$ cat config.mk
export PLATFORM = sky130hd
export DESIGN_NAME = four_level_page_walker_core
export DESIGN_NICKNAME = d
export VERILOG_FILES = /design/src/rtl/core/fplw_pkg.sv /design/src/rtl/core/fplw_step.sv /design/src/rtl/core/four_level_page_walker_core.sv
export SDC_FILE = /design/constraint.sdc
export NUM_CORES = 1
export LEC_CHECK = 0
export BUFFER_PORTS_ARGS = -buffer_cell sky130_fd_sc_hd__buf_2
export CAP_MARGIN = 20
export CORE_UTILIZATION = 40
export CTS_CLUSTER_SIZE = 25
export DETAILED_ROUTE_END_ITERATION = 10
export GPL_ROUTABILITY_DRIVEN = 0
export PLACE_DENSITY = 0.72
export SYNTH_ARGS = -nofsm -noshare
export SYNTH_HDL_FRONTEND = slang
export SYNTH_HIERARCHICAL = 1
export SYNTH_SLANG_ARGS = --single-unit
$ cat constraint.sdc
create_clock -name clk -period 15.4 [get_ports clk]
set_input_delay 2.31 -clock clk [delete_from_list [all_inputs] [get_ports clk]]
set_output_delay 2.31 -clock clk [all_outputs]
set_load 0.03 [all_outputs]
$ cat src/rtl/core/fplw_pkg.sv
package fplw_pkg;

  localparam int PHYS_ADDR_BITS = 52;
  localparam int PA_W = 52;
  localparam int VA_W = 48;
  localparam int ENTRY_W = 64;
  localparam int LVL_W = 3;

  localparam logic [PA_W-1:0] PA_MASK = (PA_W'(1) << PHYS_ADDR_BITS) - PA_W'(1);

  localparam logic KIND_START = 1'b0;
  localparam logic KIND_DATA  = 1'b1;
  localparam logic RK_READ    = 1'b0;
  localparam logic RK_DONE    = 1'b1;

  localparam logic [LVL_W-1:0] LVL_IDLE = 3'd0;
  localparam logic [LVL_W-1:0] LVL_TOP  = 3'd1;
  localparam logic [LVL_W-1:0] LVL_MID  = 3'd2;
  localparam logic [LVL_W-1:0] LVL_DIR  = 3'd3;
  localparam logic [LVL_W-1:0] LVL_LEAF = 3'd4;

  localparam int BIT_P = 0;
  localparam int BIT_W = 1;
  localparam int BIT_U = 2;
  localparam int BIT_H = 7;

  typedef struct packed {
    logic [LVL_W-1:0] level;
    logic [VA_W-1:0]  virt;
    logic             write_req;
    logic             user_check;
  } walk_state_t;

  typedef struct packed {
    logic             result_kind;
    logic [PA_W-1:0]  read_addr;
    logic [PA_W-1:0]  phys_addr;
    logic             granted;
    logic [LVL_W-1:0] stop_level;
    logic             sequence_error;
  } result_t;

endpackage

$ cat src/rtl/core/fplw_step.sv
module fplw_step (
  input  fplw_pkg::walk_state_t           cur,
  input  logic [fplw_pkg::PA_W-1:0]       root_table_base,
  input  logic                            kind,
  input  logic [fplw_pkg::VA_W-1:0]       virt_addr,
  input  logic                            write_req,
  input  logic                            user_check,
  input  logic [fplw_pkg::ENTRY_W-1:0]    entry_data,
  output fplw_pkg::walk_state_t           nxt,
  output fplw_pkg::result_t               res
);
  import fplw_pkg::*;

  // nine-bit table index of a level, top level uses the highest bits
  function automatic logic [8:0] level_index(input logic [LVL_W-1:0] lvl,
                                             input logic [VA_W-1:0] va);
    logic [8:0] idx;
    case (lvl)
      LVL_MID:  idx = va[38:30];
      LVL_DIR:  idx = va[29:21];
      LVL_LEAF: idx = va[20:12];
      default:  idx = va[47:39];
    endcase
    return idx;
  endfunction

  logic             present_ok;
  logic             is_leaf;
  logic             write_denied;
  logic [LVL_W-1:0] lvl_inc;
  logic [PA_W-1:0]  pa_huge;
  logic [PA_W-1:0]  pa_page;

  assign present_ok   = entry_data[BIT_P] && !(cur.user_check && !entry_data[BIT_U]);
  assign is_leaf      = (cur.level == LVL_LEAF) ||
                        ((cur.level == LVL_DIR) && entry_data[BIT_H]);
  assign write_denied = cur.user_check && cur.write_req && !entry_data[BIT_W];
  assign lvl_inc      = cur.level + 3'd1;
  assign pa_huge      = {entry_data[51:21], cur.virt[20:0]} & PA_MASK;
  assign pa_page      = {entry_data[51:12], cur.virt[11:0]} & PA_MASK;

  always_comb begin
    nxt = cur;
    res = '0;
    if (kind == KIND_START) begin
      if (cur.level != LVL_IDLE) begin
        res.result_kind    = RK_DONE;
        res.sequence_error = 1'b1;
      end else begin
        nxt.level      = LVL_TOP;
        nxt.virt       = virt_addr;
        nxt.write_req  = write_req;
        nxt.user_check = user_check;
        res.result_kind = RK_READ;
        res.read_addr   = {root_table_base[51:12], level_index(LVL_TOP, virt_addr), 3'b000}
                          & PA_MASK;
      end
    end else if (cur.level == LVL_IDLE) begin
      res.result_kind    = RK_DONE;
      res.sequence_error = 1'b1;
    end else if (!present_ok) begin
      nxt.level       = LVL_IDLE;
      res.result_kind = RK_DONE;
      res.stop_level  = cur.level;
    end else if (is_leaf) begin
      nxt.level       = LVL_IDLE;
      res.result_kind = RK_DONE;
      if (write_denied) begin
        res.stop_level = cur.level;
      end else begin
        res.granted   = 1'b1;
        res.phys_addr = (cur.level == LVL_DIR) ? pa_huge : pa_page;
      end
    end else begin
      nxt.level       = lvl_inc;
      res.result_kind = RK_READ;
      res.read_addr   = {entry_data[51:12], level_index(lvl_inc, cur.virt), 3'b000}
                        & PA_MASK;
    end
  end

endmodule

$ cat src/rtl/core/four_level_page_walker_core.sv
// Four-level page-table walker. Each item is either a walk request (kind 0)
// or a table entry returned from memory (kind 1), and every item gives exactly
// one result: an entry read request or a finished walk with its physical
// address, grant and failing level. The combinational step logic between the
// walk state and the output register feeds a registered result; the block
// accepts one item per cycle while the skid is empty. A two-entry output
// buffer lets one more item in while a result waits to be taken. The APB port
// writes root_table_base at byte addresses 0 to 7 (paddr[3] low).
module four_level_page_walker_core (
  input  logic                            clk,
  input  logic                            rst,
  input  logic                            psel,
  input  logic                            penable,
  input  logic                            pwrite,
  input  logic [3:0]                      paddr,
  input  logic [63:0]                     pwdata,
  output logic [63:0]                     prdata,
  output logic                            pready,
  input  logic                            in_valid,
  output logic                            in_stall,
  input  logic                            kind,
  input  logic [fplw_pkg::VA_W-1:0]       virt_addr,
  input  logic                            write_req,
  input  logic                            user_check,
  input  logic [fplw_pkg::ENTRY_W-1:0]    entry_data,
  output logic                            out_valid,
  input  logic                            out_stall,
  output logic                            result_kind,
  output logic [fplw_pkg::PA_W-1:0]       read_addr,
  output logic [fplw_pkg::PA_W-1:0]       phys_addr,
  output logic                            granted,
  output logic [fplw_pkg::LVL_W-1:0]      stop_level,
  output logic                            sequence_error
);
  import fplw_pkg::*;

  logic [PA_W-1:0] root_table_base;
  walk_state_t     walk;
  walk_state_t     walk_next;
  result_t         step_res;
  result_t         out_data;
  result_t         skid_data;
  logic            skid_valid;
  logic            acc;
  logic            take;
  logic            load_out;
  logic            load_skid;
  logic            cfg_wr;

  assign pready   = 1'b1;
  assign prdata   = {{(64-PA_W){1'b0}}, root_table_base};
  assign cfg_wr   = psel && penable && pwrite && pready && (paddr[3] == 1'b0);

  assign in_stall = skid_valid;
  assign acc      = in_valid && !in_stall;
  assign take     = out_valid && !out_stall;
  // a fresh result goes to the output register when it is free, else to skid
  assign load_out  = acc && (!out_valid || take);
  assign load_skid = acc && out_valid && !take;

  fplw_step u_step (
    .cur             (walk),
    .root_table_base (root_table_base),
    .kind            (kind),
    .virt_addr       (virt_addr),
    .write_req       (write_req),
    .user_check      (user_check),
    .entry_data      (entry_data),
    .nxt             (walk_next),
    .res             (step_res)
  );

  always_ff @(posedge clk) begin
    if (rst) begin
      root_table_base <= '0;
      walk            <= '0;
      out_valid       <= 1'b0;
      skid_valid      <= 1'b0;
    end else begin
      if (cfg_wr) begin
        root_table_base <= pwdata[PA_W-1:0];
      end
      if (acc) begin
        walk <= walk_next;
      end
      if (take && skid_valid) begin
        out_valid  <= 1'b1;
        skid_valid <= 1'b0;
      end else if (load_out) begin
        out_valid <= 1'b1;
      end else if (take) begin
        out_valid <= 1'b0;
      end
      if (load_skid) begin
        skid_valid <= 1'b1;
      end
    end
  end

  always_ff @(posedge clk) begin
    if (take && skid_valid) begin
      out_data <= skid_data;
    end else if (load_out) begin
      out_data <= step_res;
    end
    if (load_skid) begin
      skid_data <= step_res;
    end
  end

  assign result_kind    = out_data.result_kind;
  assign read_addr      = out_data.read_addr;
  assign phys_addr      = out_data.phys_addr;
  assign granted        = out_data.granted;
  assign stop_level     = out_data.stop_level;
  assign sequence_error = out_data.sequence_error;

  a_skid_behind_out: assert property (@(posedge clk) disable iff (rst)
    skid_valid |-> out_valid)
    else $error("skid holds an item while output register is empty");

  a_level_range: assert property (@(posedge clk) disable iff (rst)
    walk.level <= LVL_LEAF)
    else $error("walk level out of range");

  a_start_walk: assert property (@(posedge clk) disable iff (rst)
    (acc && kind == KIND_START && walk.level == LVL_IDLE) |=> walk.level == LVL_TOP)
    else $error("accepted request did not start a walk");

  a_read_clean: assert property (@(posedge clk) disable iff (rst)
    (out_valid && out_data.result_kind == RK_READ) |->
      (!out_data.granted && out_data.phys_addr == '0 && !out_data.sequence_error))
    else $error("read request carries finish fields");

  a_accept_lands: assert property (@(posedge clk) disable iff (rst)
    acc |=> out_valid)
    else $error("accepted item produced no result");

endmodule
==> impl_metrics.tcl, run 1 <==
set metrics [dict create \
    crit_path_start_kind "input pin" \
    clock_latency_ns 0.51 \
    grt_pass1_wl_mm 52.6 \
    first_iter_violations 579 \
    max_stage_delay_ns 0.82 \
    crit_chain "buf_2, nor2b_4, buf_4, and3_4, buf_4" \
    tightest_slew_ns 1.01 \
    cp-startpoint "in_valid" \
    setup_viol 0 \
    row_count 68 \
    path_clk_slew_ns 0.06 \
    grt_pass1_vias 9555 \
    synthArstFlopShare_pct 0 \
    cp.arrival_ns 4.68 \
    layout_commonest_cell "nand2_1" \
    fin_nets 1684 \
    drive_gt1_share_pct 33.6 \
    max-slew-margin-rel_pct 33.0 \
    ys_ff_latch 327 \
    yosysUniqueCellTypes 40 \
    synth-edff-count 220 \
    port_buffers 318 \
    dieHeight_microns 190 \
    outcome "finished, final reports clean" \
    wire_per_inst_microns 17.4 \
    combPwrFrac_pct 10.4 \
    io_pins 367 \
    yosysWarnings 6 \
    netlist_area_sq_mm 0.0142 \
    hold_path.class "reg -> reg" \
    cts_tree "built" \
    skew_ns 0.00891 \
    crit_path_end_kind "flop" \
    finalCritPeriodShare_pct 29.6 \
    core_area_sq_mm 0.0347 \
    path_max_fanout 74 \
    cts_buffers 36 \
    crit_type "in -> reg" \
    postSynthAreaPerCell_sq_um 11.8 \
    crit_required_ns 15.52 \
    syn_inst 1203 \
    final_util_pct 49.8 \
    reg2reg_slack_ns 12.10 \
    totalWireLength_mm 34.2 \
    most-common-layout-cells "nand2_1, buf_2, edfxtp_1" \
    synth-main-ff-cell "edfxtp_1" \
    vias 9852 \
    clk_path_buf_depth 3 \
    worst_r2r_path_depth 7 \
    ir_worst_vdd_mv 0.0745 \
    die_w_microns 190 \
    slew_violations 0 \
    leakage_nw 7.28 \
    cts-root-buf "clkbuf_16" \
    synth.yosys.seq_area_share_pct 61.6 \
    ant_nets 0 \
    max_freq_mhz 219 \
    area_growth_pct 21.7 \
    clock_sinks 327 \
    p_clk_share_pct 43.0 \
    tns_ns 0 \
    htree_num_levels 2 \
    dieArea_sq_mm 0.0363 \
    grt_usage_pct 18.5 \
    drc 0 \
    antenna_found_initial 1 \
    internal_power_mw 1.63 \
    hold_viol 0 \
    seq_power_share_pct 46.6 \
    worstReg2RegStart "walk[50]" \
    post-route-min-period_ns 4.56 \
    powerDensity_mw_per_mm2 124 \
    cts_hold_buffers 0 \
    grt_overflow 0 \
    rr_endpoint "read_addr[10]" \
    swShare_pct 23.7 \
    endpoint "skid_data[78]" \
    drv_cap 0 \
    drtPass1Iterations 5 \
    grt_max_degree 75 \
    vias_per_cell 5.00 \
    switching_power_mw 0.509 \
    start_util_pct 40.9 \
    place_hpwl_mm 22.4 \
    grt_setup_unrepaired "false" \
    cts_resized 0 \
    postCtsSetupBuffers 0 \
    critPathSlowestCell "buf_4" \
    crit_path_frequent_cell "buf_4" \
]
synth_stat cells, drive strengths merged (2+ instances only):
master	instances	area share [%]
nor2b	4	0.18
nand2	364	9.6
mux2i	9	0.63
a22o	41	2.5
nand3	9	0.32
mux2	110	11
buf	61	3.1
inv	5	0.13
a21oi	110	3.9
a32oi	9	0.55
and2	46	2.0
o21ai	20	0.70
clkbuf	37	0.98
nand2b	3	0.13
conb	3	0.079
nor2	13	0.34
dfxtp	107	15
edfxtp	220	46
a22oi	2	0.11
and3	10	0.44
ha	6	0.53
metal layers:
metal	wire length, microns	share of wire (%)	up-vias	global-route usage, %
met1	14600	43	4664	23.4
met2	16400	48	354	31.3
met3	1900	5.5	81	2.98
li1	-	-	4753	-
met4	1320	3.8	0	7.69
met5	0	0	-	0
critical path: cells and delay by family:
kind,cells,cell delay (ns)
buf+inv,3,1.44
simple gates,2,0.80
final cells by class:
type | count | area [sq um]
Inverter | 6 | 27.5
Clock buffer | 45 | 976
Antenna cell | 1 | 2.50
Timing Repair Buffer | 332 | 1720
Fill cell | 3059 | 17400
Sequential cell | 327 | 8750
Tap cell | 455 | 569
Clock inverter | 19 | 302
Multi-Input combinational cell | 785 | 4940
worst min-delay path by stage:
| stage | start | end | slack (ns) | cells after the start |
|---|---|---|---|---|
| 2_1_floorplan | walk[49] | walk[49] | 0.44 | 2 |
| 3_3_place_gp | root_table_base[9] | root_table_base[9] | 0.44 | 2 |
| 3_5_place_dp | root_table_base[5] | root_table_base[5] | 0.45 | 2 |
| 4_1_cts | root_table_base[5] | root_table_base[5] | 0.46 | 2 |
| 5_1_grt | root_table_base[7] | root_table_base[7] | 0.48 | 2 |
| 6_report | root_table_base[5] | root_table_base[5] | 0.45 | 2 |
through the flow:
| stage | cell area [sq um] | hold slack [ns] | setup WS (ns) | power [mW] | instances |
|---|---|---|---|---|---|
| 6_report | 17300 | 0.454 | 10.84 | 2.14 | 1970 |
| 5_1_grt | 17300 | 0.478 | 10.64 | 2.22 | 1970 |
| 4_1_cts | 17200 | 0.455 | 10.77 | 2.17 | 1967 |
| 3_5_place_dp | 16000 | 0.448 | 10.21 | 1.24 | 1903 |
| 3_3_place_gp | 16000 | 0.440 | 10.26 | 1.24 | 1903 |
| 2_1_floorplan | 14300 | 0.436 | 6.72 | 1.17 | 1216 |
cell families after synthesis:
kind of cell | share of synthesized area (%)
AOI/OAI and AO/OA | 8.03
muxes | 12.0
other | 0.0792
adders and majority gates | 0.528
buffers and inverters | 4.28
DFF | 61.6
and+or+nand+nor | 13.5
registers in the layout, indices dropped and copies added (netlist names):
register and flops:
granted 1, in_stall 1, out_valid 1, phys_addr 52
read_addr 52, result_kind 1, root_table_base 52, sequence_error 1
skid_data 110, stop_level 3, walk 53
power groups by stage:
| stage | Combinational, mW | Sequential (mW) | Clock, mW |
|---|---|---|---|
| floorplan | 0.0973 | 1.07 | 0 |
| global placement | 0.221 | 1.02 | 0 |
| detailed placement | 0.224 | 1.02 | 0 |
| CTS | 0.225 | 1.00 | 0.942 |
| global route | 0.242 | 1.00 | 0.976 |
| finish | 0.223 | 0.999 | 0.921 |
Power figures use the tool's default switching activity.
==> run 2, diff against run 1 <==
==> constraint.sdc (replaced) <==
create_clock -name clk -period 4.3 [get_ports clk]
set_input_delay 0.645 -clock clk [delete_from_list [all_inputs] [get_ports clk]]
set_output_delay 0.645 -clock clk [all_outputs]
set_load 0.03 [all_outputs]
==> run 2 against run 1 <==
Net effect: combinational power grew to 3.6 times the previous value; sequential power increased to 3.6 times the previous value; flip-flop and latch count unchanged; wire length increased by 1.6%; die area stayed put; clock power increased to 3.2 times the previous value; worst hold slack lost 0.087 ns; sequential share of layout area rose by 0.36 points; register-to-register slack got worse by 11 ns; critical path type is now reg -> reg; critical endpoint is now read_addr[6].
==> impl_metrics.tcl, run 2 (synthesized netlist as in run 1, its figures left out) <==
set metrics [dict create \
    grt_max_degree 84 \
    start_util_pct 40.9 \
    dieArea_sq_mm 0.0363 \
    powerDensity_mw_per_mm2 425 \
    skew_ns 0.00993 \
    die_w_microns 190 \
    wire_per_inst_microns 17.7 \
    register_area_sq_mm 0.00875 \
    hold_path.class "in -> reg" \
    drive_gt1_share_pct 33.3 \
    grt_pass1_wl_mm 53.4 \
    htree_num_levels 2 \
    antenna_found_initial 1 \
    power_mw 7.30 \
    drtPass1Iterations 5 \
    hold_viol 0 \
    fillers 3114 \
    cp.arrival_ns 3.71 \
    path_max_fanout 21 \
    largest_register_ff_count 110 \
    fin_area_sq_mm 0.0172 \
    worst_r2r_path_depth 7 \
    post-route-min-period_ns 3.44 \
    grt_usage_pct 18.7 \
    hold_depth 3 \
    first_iter_violations 659 \
    final_cells 1971 \
    clock_latency_ns 0.51 \
    postCtsSetupBuffers 0 \
    multi_input_area_sq_mm 0.00495 \
    vias_per_cell 5.05 \
    cts_hold_buffers 0 \
    max_freq_mhz 290 \
    fin_nets 1683 \
    place_hpwl_mm 22.3 \
    dp.cells 1903 \
    core_area_sq_mm 0.0347 \
    grt_setup_unrepaired "false" \
    leakage_nw 7.21 \
    setup_viol 0 \
    largestRegisters "skid_data: 110 flops, walk: 53 flops" \
    clk_path_buf_depth 3 \
    pre_cts_slack_ns 0.981 \
    hold_ws_ns 0.367 \
    finalCritPeriodShare_pct 80.1 \
    grt_overflow 0 \
    cts_buffers 36 \
    cts_resized 0 \
    area_growth_pct 20.8 \
    dieHeight_microns 190 \
    clock_sinks 327 \
    drc 0 \
    cts-root-buf "clkbuf_16" \
    crit_required_ns 4.56 \
    largest_register "skid_data" \
    layout_commonest_cell "nand2_1" \
    crit_path_start_kind "flop" \
    crit_type "reg -> reg" \
    slew_violations 0 \
    placed_area_sq_mm 0.0160 \
    port_buffers 318 \
    crit_path_end_kind "flop" \
    path_clk_slew_ns 0.06 \
    ant_nets 0 \
    tightest_slew_ns 1.11 \
    most-common-layout-cells "nand2_1, buf_2, edfxtp_1" \
    totalWireLength_mm 34.8 \
    drv_cap 0 \
    setup_ws_ns 0.856 \
    vias 9957 \
    cts_tree "built" \
    ir_worst_vdd_mv 0.297 \
    row_count 68 \
    grt_pass1_vias 9589 \
    io_pins 367 \
    outcome "finished, final reports clean" \
    max-slew-margin-rel_pct 26.0 \
]
[run 2: power breakdown]
part | switching [mW] | internal [mW] | total, mW
clock | 1.21 | 1.71 | 2.92
combinational | 0.560 | 0.246 | 0.806
sequential | 0.0632 | 3.51 | 3.58
total | 1.83 | 5.47 | 7.30
[run 2: area by class of cell]
class,instances,area share [%]
sequential,327,51.0
multi-input combinational,785,28.8
timing repair buffer,331,10.2
clock buffer,54,6.17
tap,455,3.32
clock inverter,12,0.379
inverter,6,0.160
antenna,1,0.0146
[run 2: final timing paths]
| kind | start | endpoint | slack [ns] |
|---|---|---|---|
| worst max-delay path | walk[50] | read_addr[6] | 0.86 |
| worst min-delay path | pwdata[26] | root_table_base[26] | 0.37 |
| worst max register to register | walk[50] | read_addr[6] | 0.86 |
| worst min register to register | root_table_base[6] | root_table_base[6] | 0.45 |
[run 2: metal layers]
metal  routed length (microns)  track usage [%]  vias up
li1                          -                -     4753
met1                     14800             24.0     4793
met2                     17200             32.3      352
met3                      1950             2.72       59
met4                       885             6.31        0
met5                         0                0        -
[run 2: critical path, cell delays in order (launching register included)]
cell	delay (ns)
dfxtp_1	0.37
ha_1	0.24
ha_1	0.56
nor2b_1	0.74
nand2b_1	0.58
and3_1	0.29
o21ai_0	0.13
mux2_4	0.28
[run 2: through the flow]
| step | TNS, ns | util [%] |
|---|---|---|
| floorplan | -24.30 | - |
| global placement | 0 | 46.1 |
| detailed placement | 0 | 46.1 |
| CTS | 0 | 49.4 |
| global route | 0 | 49.5 |
| finish | 0 | 49.5 |
